**src/rtl/core/stcr_pkg.sv**
```systemverilog
// ----------------------------------------------------------------------------
// stcr_pkg
// Types, codes and helpers shared by the scaled text cell renderer.
// ----------------------------------------------------------------------------
package stcr_pkg;

    // Item function codes
    localparam logic [1:0] FUNC_PRINT   = 2'd0;
    localparam logic [1:0] FUNC_NEWLINE = 2'd1;
    localparam logic [1:0] FUNC_SETPOS  = 2'd2;

    // Register indexes (byte address is 4 * index)
    localparam logic [2:0] REG_COLUMN_OFFSET = 3'd0;
    localparam logic [2:0] REG_SCALE_CODE    = 3'd1;
    localparam logic [2:0] REG_CURSOR_ENABLE = 3'd2;
    localparam logic [2:0] REG_CURSOR_COL    = 3'd3;
    localparam logic [2:0] REG_CURSOR_ROW    = 3'd4;

    localparam logic [7:0] CURSOR_MARK = 8'h80;

    typedef struct packed {
        logic [1:0] func;
        logic [7:0] glyph_col_a;
        logic [7:0] glyph_col_b;
        logic [7:0] glyph_col_c;
        logic [7:0] glyph_col_d;
        logic [7:0] glyph_col_e;
        logic [7:0] new_col;
        logic [7:0] new_row;
    } stcr_cmd_t;

    typedef struct packed {
        logic [7:0] column_addr;
        logic [3:0] page_addr;
        logic [7:0] pixel_byte;
        logic [2:0] repeat_count;
        logic       last_of_cell;
    } stcr_res_t;

    typedef struct packed {
        logic [7:0] column_offset;
        logic [1:0] scale_code;
        logic       cursor_enable;
        logic [7:0] cursor_col;
        logic [7:0] cursor_row;
    } stcr_cfg_t;

    // One classified print, ready for rendering
    typedef struct packed {
        logic [4:0][7:0] glyph;
        logic            cursor;
        logic [7:0]      base_col;
        logic [3:0]      base_page;
        logic [1:0]      scale_code;
    } stcr_cell_t;

    typedef enum logic {
        BK_IDLE,
        BK_RUN
    } stcr_back_state_t;

    function automatic logic [2:0] scale_of(input logic [1:0] scode);
        logic [2:0] s;
        case (scode)
            2'd0:    s = 3'd1;
            2'd1:    s = 3'd2;
            default: s = 3'd4;
        endcase
        return s;
    endfunction

    function automatic logic [1:0] scale_shift(input logic [1:0] scode);
        return scode[1] ? 2'd2 : {1'b0, scode[0]};
    endfunction

    // Byte of page row 'row' after each bit of b is repeated scale times
    function automatic logic [7:0] spread_row(input logic [7:0] b,
                                              input logic [1:0] scode,
                                              input logic [1:0] row);
        logic [7:0] r;
        r = b;
        case (scode)
            2'd0: r = b;
            2'd1:
            begin
                for (int j = 0; j < 8; j++)
                begin
                    r[j] = b[{row[0], 2'(j / 2)}];
                end
            end
            default:
            begin
                for (int j = 0; j < 8; j++)
                begin
                    r[j] = b[{row, 1'(j / 4)}];
                end
            end
        endcase
        return r;
    endfunction

endpackage

```
**src/rtl/core/scaled_text_cell_renderer_core.sv**
```systemverilog
// With the back end idle, an accepted print passes the queue entry, the walker's
// cell register and the result register before its first result is valid.
// A print yields 6 * scale results (6, 12 or 24), one result a cycle from the back end's
// column/page-row walker while res_stall is low; newline and set-position queue nothing.
// Up to two classified prints wait in the queue while the walker is busy.
// Reset clears the text position, the registers, the queue and the output.
// ----------------------------------------------------------------------------
// scaled_text_cell_renderer_core
// Text cell renderer for a page-organized display with 1x, 2x and 4x fonts.
// ----------------------------------------------------------------------------
module scaled_text_cell_renderer_core #(
    parameter int PANEL_WIDTH = 128
) (
    input  logic                clk,
    input  logic                rst_n,
    input  logic                cmd_valid,
    output logic                cmd_stall,
    input  stcr_pkg::stcr_cmd_t cmd,
    output logic                res_valid,
    input  logic                res_stall,
    output stcr_pkg::stcr_res_t res,
    input  logic                psel,
    input  logic                penable,
    input  logic                pwrite,
    input  logic [4:0]          paddr,
    input  logic [31:0]         pwdata,
    output logic [31:0]         prdata,
    output logic                pready
);
    import stcr_pkg::*;

    stcr_cfg_t  cfg_reg;
    stcr_cell_t front_cell, back_cell;
    logic       q_push, q_pop, q_full, q_valid;
    logic       cfg_write;
    logic [2:0] reg_index;

    assign pready    = 1'b1;
    assign cfg_write = psel && penable && pwrite && pready;
    assign reg_index = paddr[4:2];

    always_ff @(posedge clk or negedge rst_n)
    begin
        if (!rst_n)
        begin
            cfg_reg <= '0;
        end
        else if (cfg_write)
        begin
            unique case (reg_index)
                REG_COLUMN_OFFSET: cfg_reg.column_offset <= pwdata[7:0];
                REG_SCALE_CODE:    cfg_reg.scale_code    <= pwdata[1:0];
                REG_CURSOR_ENABLE: cfg_reg.cursor_enable <= pwdata[0];
                REG_CURSOR_COL:    cfg_reg.cursor_col    <= pwdata[7:0];
                REG_CURSOR_ROW:    cfg_reg.cursor_row    <= pwdata[7:0];
                default:           cfg_reg               <= cfg_reg;
            endcase
        end
    end

    always_comb
    begin
        unique case (reg_index)
            REG_COLUMN_OFFSET: prdata = {24'd0, cfg_reg.column_offset};
            REG_SCALE_CODE:    prdata = {30'd0, cfg_reg.scale_code};
            REG_CURSOR_ENABLE: prdata = {31'd0, cfg_reg.cursor_enable};
            REG_CURSOR_COL:    prdata = {24'd0, cfg_reg.cursor_col};
            REG_CURSOR_ROW:    prdata = {24'd0, cfg_reg.cursor_row};
            default:           prdata = 32'd0;
        endcase
    end

    stcr_front #(
        .PANEL_WIDTH (PANEL_WIDTH)
    ) u_front (
        .clk       (clk),
        .rst_n     (rst_n),
        .cmd_valid (cmd_valid),
        .cmd_stall (cmd_stall),
        .cmd       (cmd),
        .cfg       (cfg_reg),
        .q_full    (q_full),
        .q_push    (q_push),
        .q_cell    (front_cell)
    );

    stcr_queue u_queue (
        .clk     (clk),
        .rst_n   (rst_n),
        .push    (q_push),
        .wr_cell (front_cell),
        .full    (q_full),
        .pop     (q_pop),
        .valid   (q_valid),
        .rd_cell (back_cell)
    );

    stcr_back u_back (
        .clk       (clk),
        .rst_n     (rst_n),
        .q_valid   (q_valid),
        .q_cell    (back_cell),
        .q_pop     (q_pop),
        .res_valid (res_valid),
        .res_stall (res_stall),
        .res       (res)
    );

    a_no_overflow: assert property (@(posedge clk) disable iff (!rst_n)
        q_push |-> !q_full)
        else $error("cell pushed into full queue");

    a_no_underflow: assert property (@(posedge clk) disable iff (!rst_n)
        q_pop |-> q_valid)
        else $error("cell popped from empty queue");

    a_print_only: assert property (@(posedge clk) disable iff (!rst_n)
        (cmd_valid && !cmd_stall && (cmd.func != FUNC_PRINT)) |-> !q_push)
        else $error("non-print transaction queued for rendering");

    a_repeat_legal: assert property (@(posedge clk) disable iff (!rst_n)
        res_valid |-> (res.repeat_count == 3'd1 || res.repeat_count == 3'd2
                       || res.repeat_count == 3'd4))
        else $error("illegal repeat count");

endmodule

```
**src/rtl/core/stcr_front.sv**
```systemverilog
// ----------------------------------------------------------------------------
// stcr_front
// Accepts items, keeps the text position, wraps and classifies prints.
// ----------------------------------------------------------------------------
module stcr_front #(
    parameter int PANEL_WIDTH = 128
) (
    input  logic                clk,
    input  logic                rst_n,
    input  logic                cmd_valid,
    output logic                cmd_stall,
    input  stcr_pkg::stcr_cmd_t cmd,
    input  stcr_pkg::stcr_cfg_t cfg,
    input  logic                q_full,
    output logic                q_push,
    output stcr_pkg::stcr_cell_t q_cell
);
    import stcr_pkg::*;

    localparam logic [7:0] LIMIT1 = 8'(PANEL_WIDTH / 6);
    localparam logic [7:0] LIMIT2 = 8'(PANEL_WIDTH / 12);
    localparam logic [7:0] LIMIT4 = 8'(PANEL_WIDTH / 24);

    logic [7:0] text_col_reg, text_col_next;
    logic [7:0] text_row_reg, text_row_next;
    logic       accept;
    logic [7:0] limit;
    logic       wrap;
    logic [7:0] col_w, row_w;
    logic [7:0] col6;
    logic [1:0] shamt;

    assign cmd_stall = q_full;
    assign accept    = cmd_valid && !cmd_stall;
    assign shamt     = scale_shift(cfg.scale_code);

    always_comb
    begin
        case (cfg.scale_code)
            2'd0:    limit = LIMIT1;
            2'd1:    limit = LIMIT2;
            default: limit = LIMIT4;
        endcase
    end

    assign wrap  = text_col_reg >= limit;
    assign col_w = wrap ? 8'd0 : text_col_reg;
    assign row_w = wrap ? text_row_reg + 8'd1 : text_row_reg;
    assign col6  = {col_w[5:0], 2'b00} + {col_w[6:0], 1'b0};

    always_comb
    begin
        q_cell.glyph[0]   = cmd.glyph_col_a;
        q_cell.glyph[1]   = cmd.glyph_col_b;
        q_cell.glyph[2]   = cmd.glyph_col_c;
        q_cell.glyph[3]   = cmd.glyph_col_d;
        q_cell.glyph[4]   = cmd.glyph_col_e;
        q_cell.cursor     = cfg.cursor_enable && (col_w == cfg.cursor_col)
                            && (row_w == cfg.cursor_row);
        q_cell.base_col   = cfg.column_offset + (col6 << shamt);
        q_cell.base_page  = row_w[3:0] << shamt;
        q_cell.scale_code = cfg.scale_code;
    end

    always_comb
    begin
        text_col_next = text_col_reg;
        text_row_next = text_row_reg;
        q_push        = 1'b0;
        if (accept)
        begin
            unique case (cmd.func)
                FUNC_PRINT:
                begin
                    q_push        = 1'b1;
                    text_col_next = col_w + 8'd1;
                    text_row_next = row_w;
                end
                FUNC_NEWLINE:
                begin
                    text_col_next = 8'd0;
                    text_row_next = text_row_reg + 8'd1;
                end
                FUNC_SETPOS:
                begin
                    text_col_next = cmd.new_col;
                    text_row_next = cmd.new_row;
                end
                default:
                begin
                    text_col_next = text_col_reg;
                end
            endcase
        end
    end

    always_ff @(posedge clk or negedge rst_n)
    begin
        if (!rst_n)
        begin
            text_col_reg <= '0;
            text_row_reg <= '0;
        end
        else
        begin
            text_col_reg <= text_col_next;
            text_row_reg <= text_row_next;
        end
    end

endmodule

```
**src/rtl/core/stcr_queue.sv**
```systemverilog
// ----------------------------------------------------------------------------
// stcr_queue
// Two-entry queue of classified cells between front and back.
// ----------------------------------------------------------------------------
module stcr_queue (
    input  logic                 clk,
    input  logic                 rst_n,
    input  logic                 push,
    input  stcr_pkg::stcr_cell_t wr_cell,
    output logic                 full,
    input  logic                 pop,
    output logic                 valid,
    output stcr_pkg::stcr_cell_t rd_cell
);
    import stcr_pkg::*;

    stcr_cell_t entry_reg [2];
    logic       wr_ptr_reg, wr_ptr_next;
    logic       rd_ptr_reg, rd_ptr_next;
    logic [1:0] count_reg, count_next;

    assign full    = count_reg == 2'd2;
    assign valid   = count_reg != 2'd0;
    assign rd_cell = entry_reg[rd_ptr_reg];

    always_comb
    begin
        wr_ptr_next = push ? !wr_ptr_reg : wr_ptr_reg;
        rd_ptr_next = pop ? !rd_ptr_reg : rd_ptr_reg;
        count_next  = count_reg + {1'b0, push} - {1'b0, pop};
    end

    always_ff @(posedge clk)
    begin
        if (push)
        begin
            entry_reg[wr_ptr_reg] <= wr_cell;
        end
    end

    always_ff @(posedge clk or negedge rst_n)
    begin
        if (!rst_n)
        begin
            wr_ptr_reg <= 1'b0;
            rd_ptr_reg <= 1'b0;
            count_reg  <= '0;
        end
        else
        begin
            wr_ptr_reg <= wr_ptr_next;
            rd_ptr_reg <= rd_ptr_next;
            count_reg  <= count_next;
        end
    end

endmodule

```
**src/rtl/core/stcr_back.sv**
```systemverilog
// ----------------------------------------------------------------------------
// stcr_back
// Walks a cell over its six columns and scaled page rows, one result a cycle unless res_stall holds it.
// ----------------------------------------------------------------------------
module stcr_back (
    input  logic                 clk,
    input  logic                 rst_n,
    input  logic                 q_valid,
    input  stcr_pkg::stcr_cell_t q_cell,
    output logic                 q_pop,
    output logic                 res_valid,
    input  logic                 res_stall,
    output stcr_pkg::stcr_res_t  res
);
    import stcr_pkg::*;

    stcr_back_state_t state_reg, state_next;
    stcr_cell_t       cell_reg;
    logic [2:0]       idx_reg, idx_next;
    logic [1:0]       row_reg, row_next;
    logic [7:0]       col_addr_reg, col_addr_next;
    logic             res_valid_reg, res_valid_next;
    stcr_res_t        res_reg;
    stcr_res_t        res_calc;
    logic             emit;
    logic             last_row, last;
    logic [2:0]       scale;
    logic [7:0]       col_byte;

    assign scale    = scale_of(cell_reg.scale_code);
    assign last_row = {1'b0, row_reg} == scale - 3'd1;
    assign last     = last_row && (idx_reg == 3'd5);
    assign emit     = (state_reg == BK_RUN) && (!res_valid_reg || !res_stall);
    assign q_pop    = q_valid && ((state_reg == BK_IDLE) || (emit && last));

    // Blank column first, then the five glyph columns
    always_comb
    begin
        case (idx_reg)
            3'd1:    col_byte = cell_reg.glyph[0];
            3'd2:    col_byte = cell_reg.glyph[1];
            3'd3:    col_byte = cell_reg.glyph[2];
            3'd4:    col_byte = cell_reg.glyph[3];
            3'd5:    col_byte = cell_reg.glyph[4];
            default: col_byte = 8'd0;
        endcase
        if (cell_reg.cursor)
        begin
            col_byte = col_byte | CURSOR_MARK;
        end
    end

    always_comb
    begin
        res_calc.column_addr  = col_addr_reg;
        res_calc.page_addr    = cell_reg.base_page + {2'b00, row_reg};
        res_calc.pixel_byte   = spread_row(col_byte, cell_reg.scale_code, row_reg);
        res_calc.repeat_count = scale;
        res_calc.last_of_cell = last;
    end

    always_comb
    begin
        state_next     = state_reg;
        idx_next       = idx_reg;
        row_next       = row_reg;
        col_addr_next  = col_addr_reg;
        res_valid_next = res_valid_reg && res_stall;
        unique case (state_reg)
            BK_IDLE:
            begin
                if (q_valid)
                begin
                    state_next = BK_RUN;
                end
            end
            BK_RUN:
            begin
                if (emit)
                begin
                    res_valid_next = 1'b1;
                    if (last_row)
                    begin
                        row_next      = 2'd0;
                        idx_next      = idx_reg + 3'd1;
                        col_addr_next = col_addr_reg + {5'd0, scale};
                    end
                    else
                    begin
                        row_next = row_reg + 2'd1;
                    end
                    if (last && !q_valid)
                    begin
                        state_next = BK_IDLE;
                    end
                end
            end
            default:
            begin
                state_next = BK_IDLE;
            end
        endcase
        // Start the next cell from the head of the queue
        if (q_pop)
        begin
            idx_next      = 3'd0;
            row_next      = 2'd0;
            col_addr_next = q_cell.base_col;
        end
    end

    always_ff @(posedge clk)
    begin
        if (q_pop)
        begin
            cell_reg <= q_cell;
        end
        if (emit)
        begin
            res_reg <= res_calc;
        end
    end

    always_ff @(posedge clk or negedge rst_n)
    begin
        if (!rst_n)
        begin
            state_reg     <= BK_IDLE;
            idx_reg       <= '0;
            row_reg       <= '0;
            col_addr_reg  <= '0;
            res_valid_reg <= 1'b0;
        end
        else
        begin
            state_reg     <= state_next;
            idx_reg       <= idx_next;
            row_reg       <= row_next;
            col_addr_reg  <= col_addr_next;
            res_valid_reg <= res_valid_next;
        end
    end

    assign res_valid = res_valid_reg;
    assign res       = res_reg;

endmodule

```
**config.mk**
```make
export PLATFORM = sky130hd
export DESIGN_NAME = scaled_text_cell_renderer_core
export DESIGN_NICKNAME = d
export VERILOG_FILES = /design/src/rtl/core/stcr_pkg.sv /design/src/rtl/core/scaled_text_cell_renderer_core.sv /design/src/rtl/core/stcr_front.sv /design/src/rtl/core/stcr_queue.sv /design/src/rtl/core/stcr_back.sv
export SDC_FILE = /design/constraint.sdc
export NUM_CORES = 1
export LEC_CHECK = 0
export ABC_AREA = 1
export BUFFER_PORTS_ARGS = -buffer_cell sky130_fd_sc_hd__buf_2
export CELL_PAD_IN_SITES_DETAIL_PLACEMENT = 0
export CELL_PAD_IN_SITES_GLOBAL_PLACEMENT = 1
export CORE_MARGIN = 1
export CORE_UTILIZATION = 45
export DETAILED_ROUTE_END_ITERATION = 10
export PLACE_DENSITY = 0.87
export SKIP_LAST_GASP = 1
export SYNTH_ARGS = -nofsm -noshare
export SYNTH_HDL_FRONTEND = slang
export SYNTH_SLANG_ARGS = --single-unit
```
**constraint.sdc**
```tcl
create_clock -name clk -period 10.49 [get_ports clk]
set_input_delay 0.5245 -clock clk [delete_from_list [all_inputs] [get_ports clk]]
set_output_delay 0.5245 -clock clk [all_outputs]
set_load 0.005 [all_outputs]
```
==> metrics <==
Bufs on Longest Clock Path=3; asr flop ratio synth=around a quarter; post-synthesis cell type count=51; PortBufs=109; Antenna Nets Post-Route=0; Final Skew=0.01889 ns; Starting DRT DRC Count=458; max-slew violations=0; antenna cells=0; share of cells above drive strength 1=between 10 and 15%; maximum vdd drop=0.1750 mV; WS Path Type=reg2reg; dpl ws=between 5 and 6 ns; Ys Warns=0; most frequent cells in the layout=nand2_1 (335), edfxtp_1 (181), buf_2 (109); CP Launch Type=register; fmax=a little under 0.2 GHz; Crit Path Max Fanout=14; total DRC errors in the routed layout=0; Final WS setup=5.331 ns; Hold Vio Cnt, Final=0; Mapped Cells=1083; area grow syn2layout=14.44%; final setup TNS=0 ns; #FFs+latches synth=243; Final min period=5.159 ns; first-pass GRT wire length=~38000 µm; DP Wirelength=approximately 16000 µm; vias in the first global route=roughly 7300; # Post-CTS Setup Buffers=0; Least-Margin Pin Slew=0.9633 ns; total power=3.274 mW; Crit path arrival time=between 5 and 6 ns; mapped cell area=11320 µm²; final net count=1339; final setup fails=0; final core utilization=52.82%; Final Cycle Share=49.18%; worst hold slack=0.1819 ns; Sink Count=243; max reg flops=110; Skew-Pair Late Insertion Delay=0.53 ns; clock slew at reported path FFs=0.06 ns; GP Congestion=slightly below 0.9; pwr dens=252.7 nW/µm²; gr usage total=18.25%; CP Capture Type=register; TritonRoute pass-1 iters=5; clk root buf=clkbuf_16; via/cell ratio=roughly 5; class of the worst hold path=in2async; Remaining Overflow, GRT=0; cts repair resizes=0; syn avg cell area=10.45 µm²; RSZ-0062 raised after global routing=false; IO Pins=~160; Rows=57; slew margin rel.=a little over a third; Vias=approximately 7700; initial core utilization=46.15%; pin count of the biggest net entering global routing=63; ys flop type=edfxtp_1; die width=160.6 µm; Routed wire per std cell=14.96 µm; DRT Wirelength=23070 µm; initial antenna violation count=1; MaxCap Viol Count=0; Die Area=25800 µm²; worst path required time=~11 ns; commonest non-fill, non-tap cell in the layout=nand2_1; H-tree levels=1; number of synthesized flops with an enable pin=181; hold_buf cts=0; post-synthesis sequential area ratio=61.71%; CTS tree=yes; outcome=complete, no violations; Num CTS Buffers=25; Die H=160.6 µm; core footprint=~25000 µm²; Fillers=roughly 2200; Leak=5.710 nW
[report_power, final]
part	switching [mW]	internal (mW)
Combinational	0.674	0.352
Sequential	0.0967	1.25
Clock	0.360	0.545
[metal layers]
layer	track usage [%]	up-vias	part of all wire (%)	wire, µm
li1	-	3848	-	-
met1	25.60	3643	46	10670
met2	29.91	189	47	10840
met3	2.505	34	4.9	1134
met4	4.719	2	1.8	408
met5	0	-	0.056	13
[synthesized netlist by cell type, types with 3 or more instances]
master	count	area (µm²)
ha_1	35	437.9
xor2_1	25	219.0
nor2_2	3	18.77
clkbuf_1	17	63.81
or2_2	4	25.02
dfrtp_1	62	1551
fa_1	3	60.06
buf_4	26	195.2
clkinv_1	3	11.26
a32oi_1	5	43.79
nand3_1	37	185.2
a221oi_1	7	61.31
xnor2_1	5	43.79
o22ai_1	11	68.82
o21ai_0	65	325.3
a21oi_1	25	125.1
inv_1	108	405.4
nand4_1	7	43.79
buf_6	3	33.78
o211ai_1	11	82.58
inv_2	5	18.77
nor2_1	41	153.9
o221ai_1	7	61.31
a31oi_1	3	18.77
nor3_1	6	30.03
a2bb2oi_1	4	35.03
edfxtp_1	181	5435
nand2_1	335	1257
a22oi_1	6	45.04
buf_1	6	22.52
[metrics by stage]
step | cell area, µm² | instances
detailed placement | 12120 | 1496
global route | 12960 | 1542
floorplan | 11420 | 1109
finish | 12960 | 1542
CTS | 12960 | 1542
global placement | 12120 | 1496
[worst max-delay path, cell delays in order (launching register included)]
cell and delay, ns:
dfrtp_1 0.52, nor2_1 0.35, clkinv_1 0.34, ha_1 0.41, nand2_1 0.07, nor2_1 0.10, nor2_1 0.04, nand2_1 0.05
nand2_1 0.10, nand2_2 0.24, inv_1 0.17, nand2_1 0.21, inv_1 0.09, ha_1 0.24, ha_1 0.32, inv_1 0.06
o221ai_1 0.20, ha_1 0.31, a21oi_1 0.17, nor2_1 0.05, nor2_1 0.16, o21ai_0 0.11, a21o_1 0.17, xor2_1 0.22
inv_1 0.07, nand2_1 0.06, nand2_1 0.06
[path summary, 6_finish.rpt]
kind	startpoint	to	slack, ns	depth (start not counted)
worst max register to register	cfg_reg[18]$_DFFE_PN0P_	u_queue.entry_reg[1][13]$_DFFE_PP_	5.33	26
worst max-delay path	cfg_reg[18]$_DFFE_PN0P_	u_queue.entry_reg[1][13]$_DFFE_PP_	5.33	26
min in group clk	cmd[47]	u_queue.entry_reg[1][30]$_DFFE_PP_	0.19	1
worst min register to register	u_back.col_addr_reg[7]$_DFFE_PN0P_	u_back.res[23]$_DFFE_PP_	0.46	0
worst min-delay path	rst_n	u_back.col_addr_reg[7]$_DFFE_PN0P_	0.18	2
max in group asynchronous	rst_n	u_queue.wr_ptr_reg$_DFFE_PN0P_	9.72	2
[cell type report]
cell class	instances	area (µm²)	area share, %
Sequential cell	243	6987	53.92
Multi-Input combinational cell	698	3697	28.53
Clock buffer	31	658.1	5.079
Timing Repair Buffer	115	590.6	4.558
Inverter	116	435.4	3.360
Tap cell	324	405.4	3.129
Clock inverter	15	183.9	1.419
[cells by family after synthesis]
family,share of synthesized area (%)
fa+ha+maj,4.398
buf+inv,6.631
compound gates,8.852
other cells,0.06633
xor+xnor,2.321
simple gates,16.02
flops,61.71
Note: power is estimated with default switching activity, not from simulation.
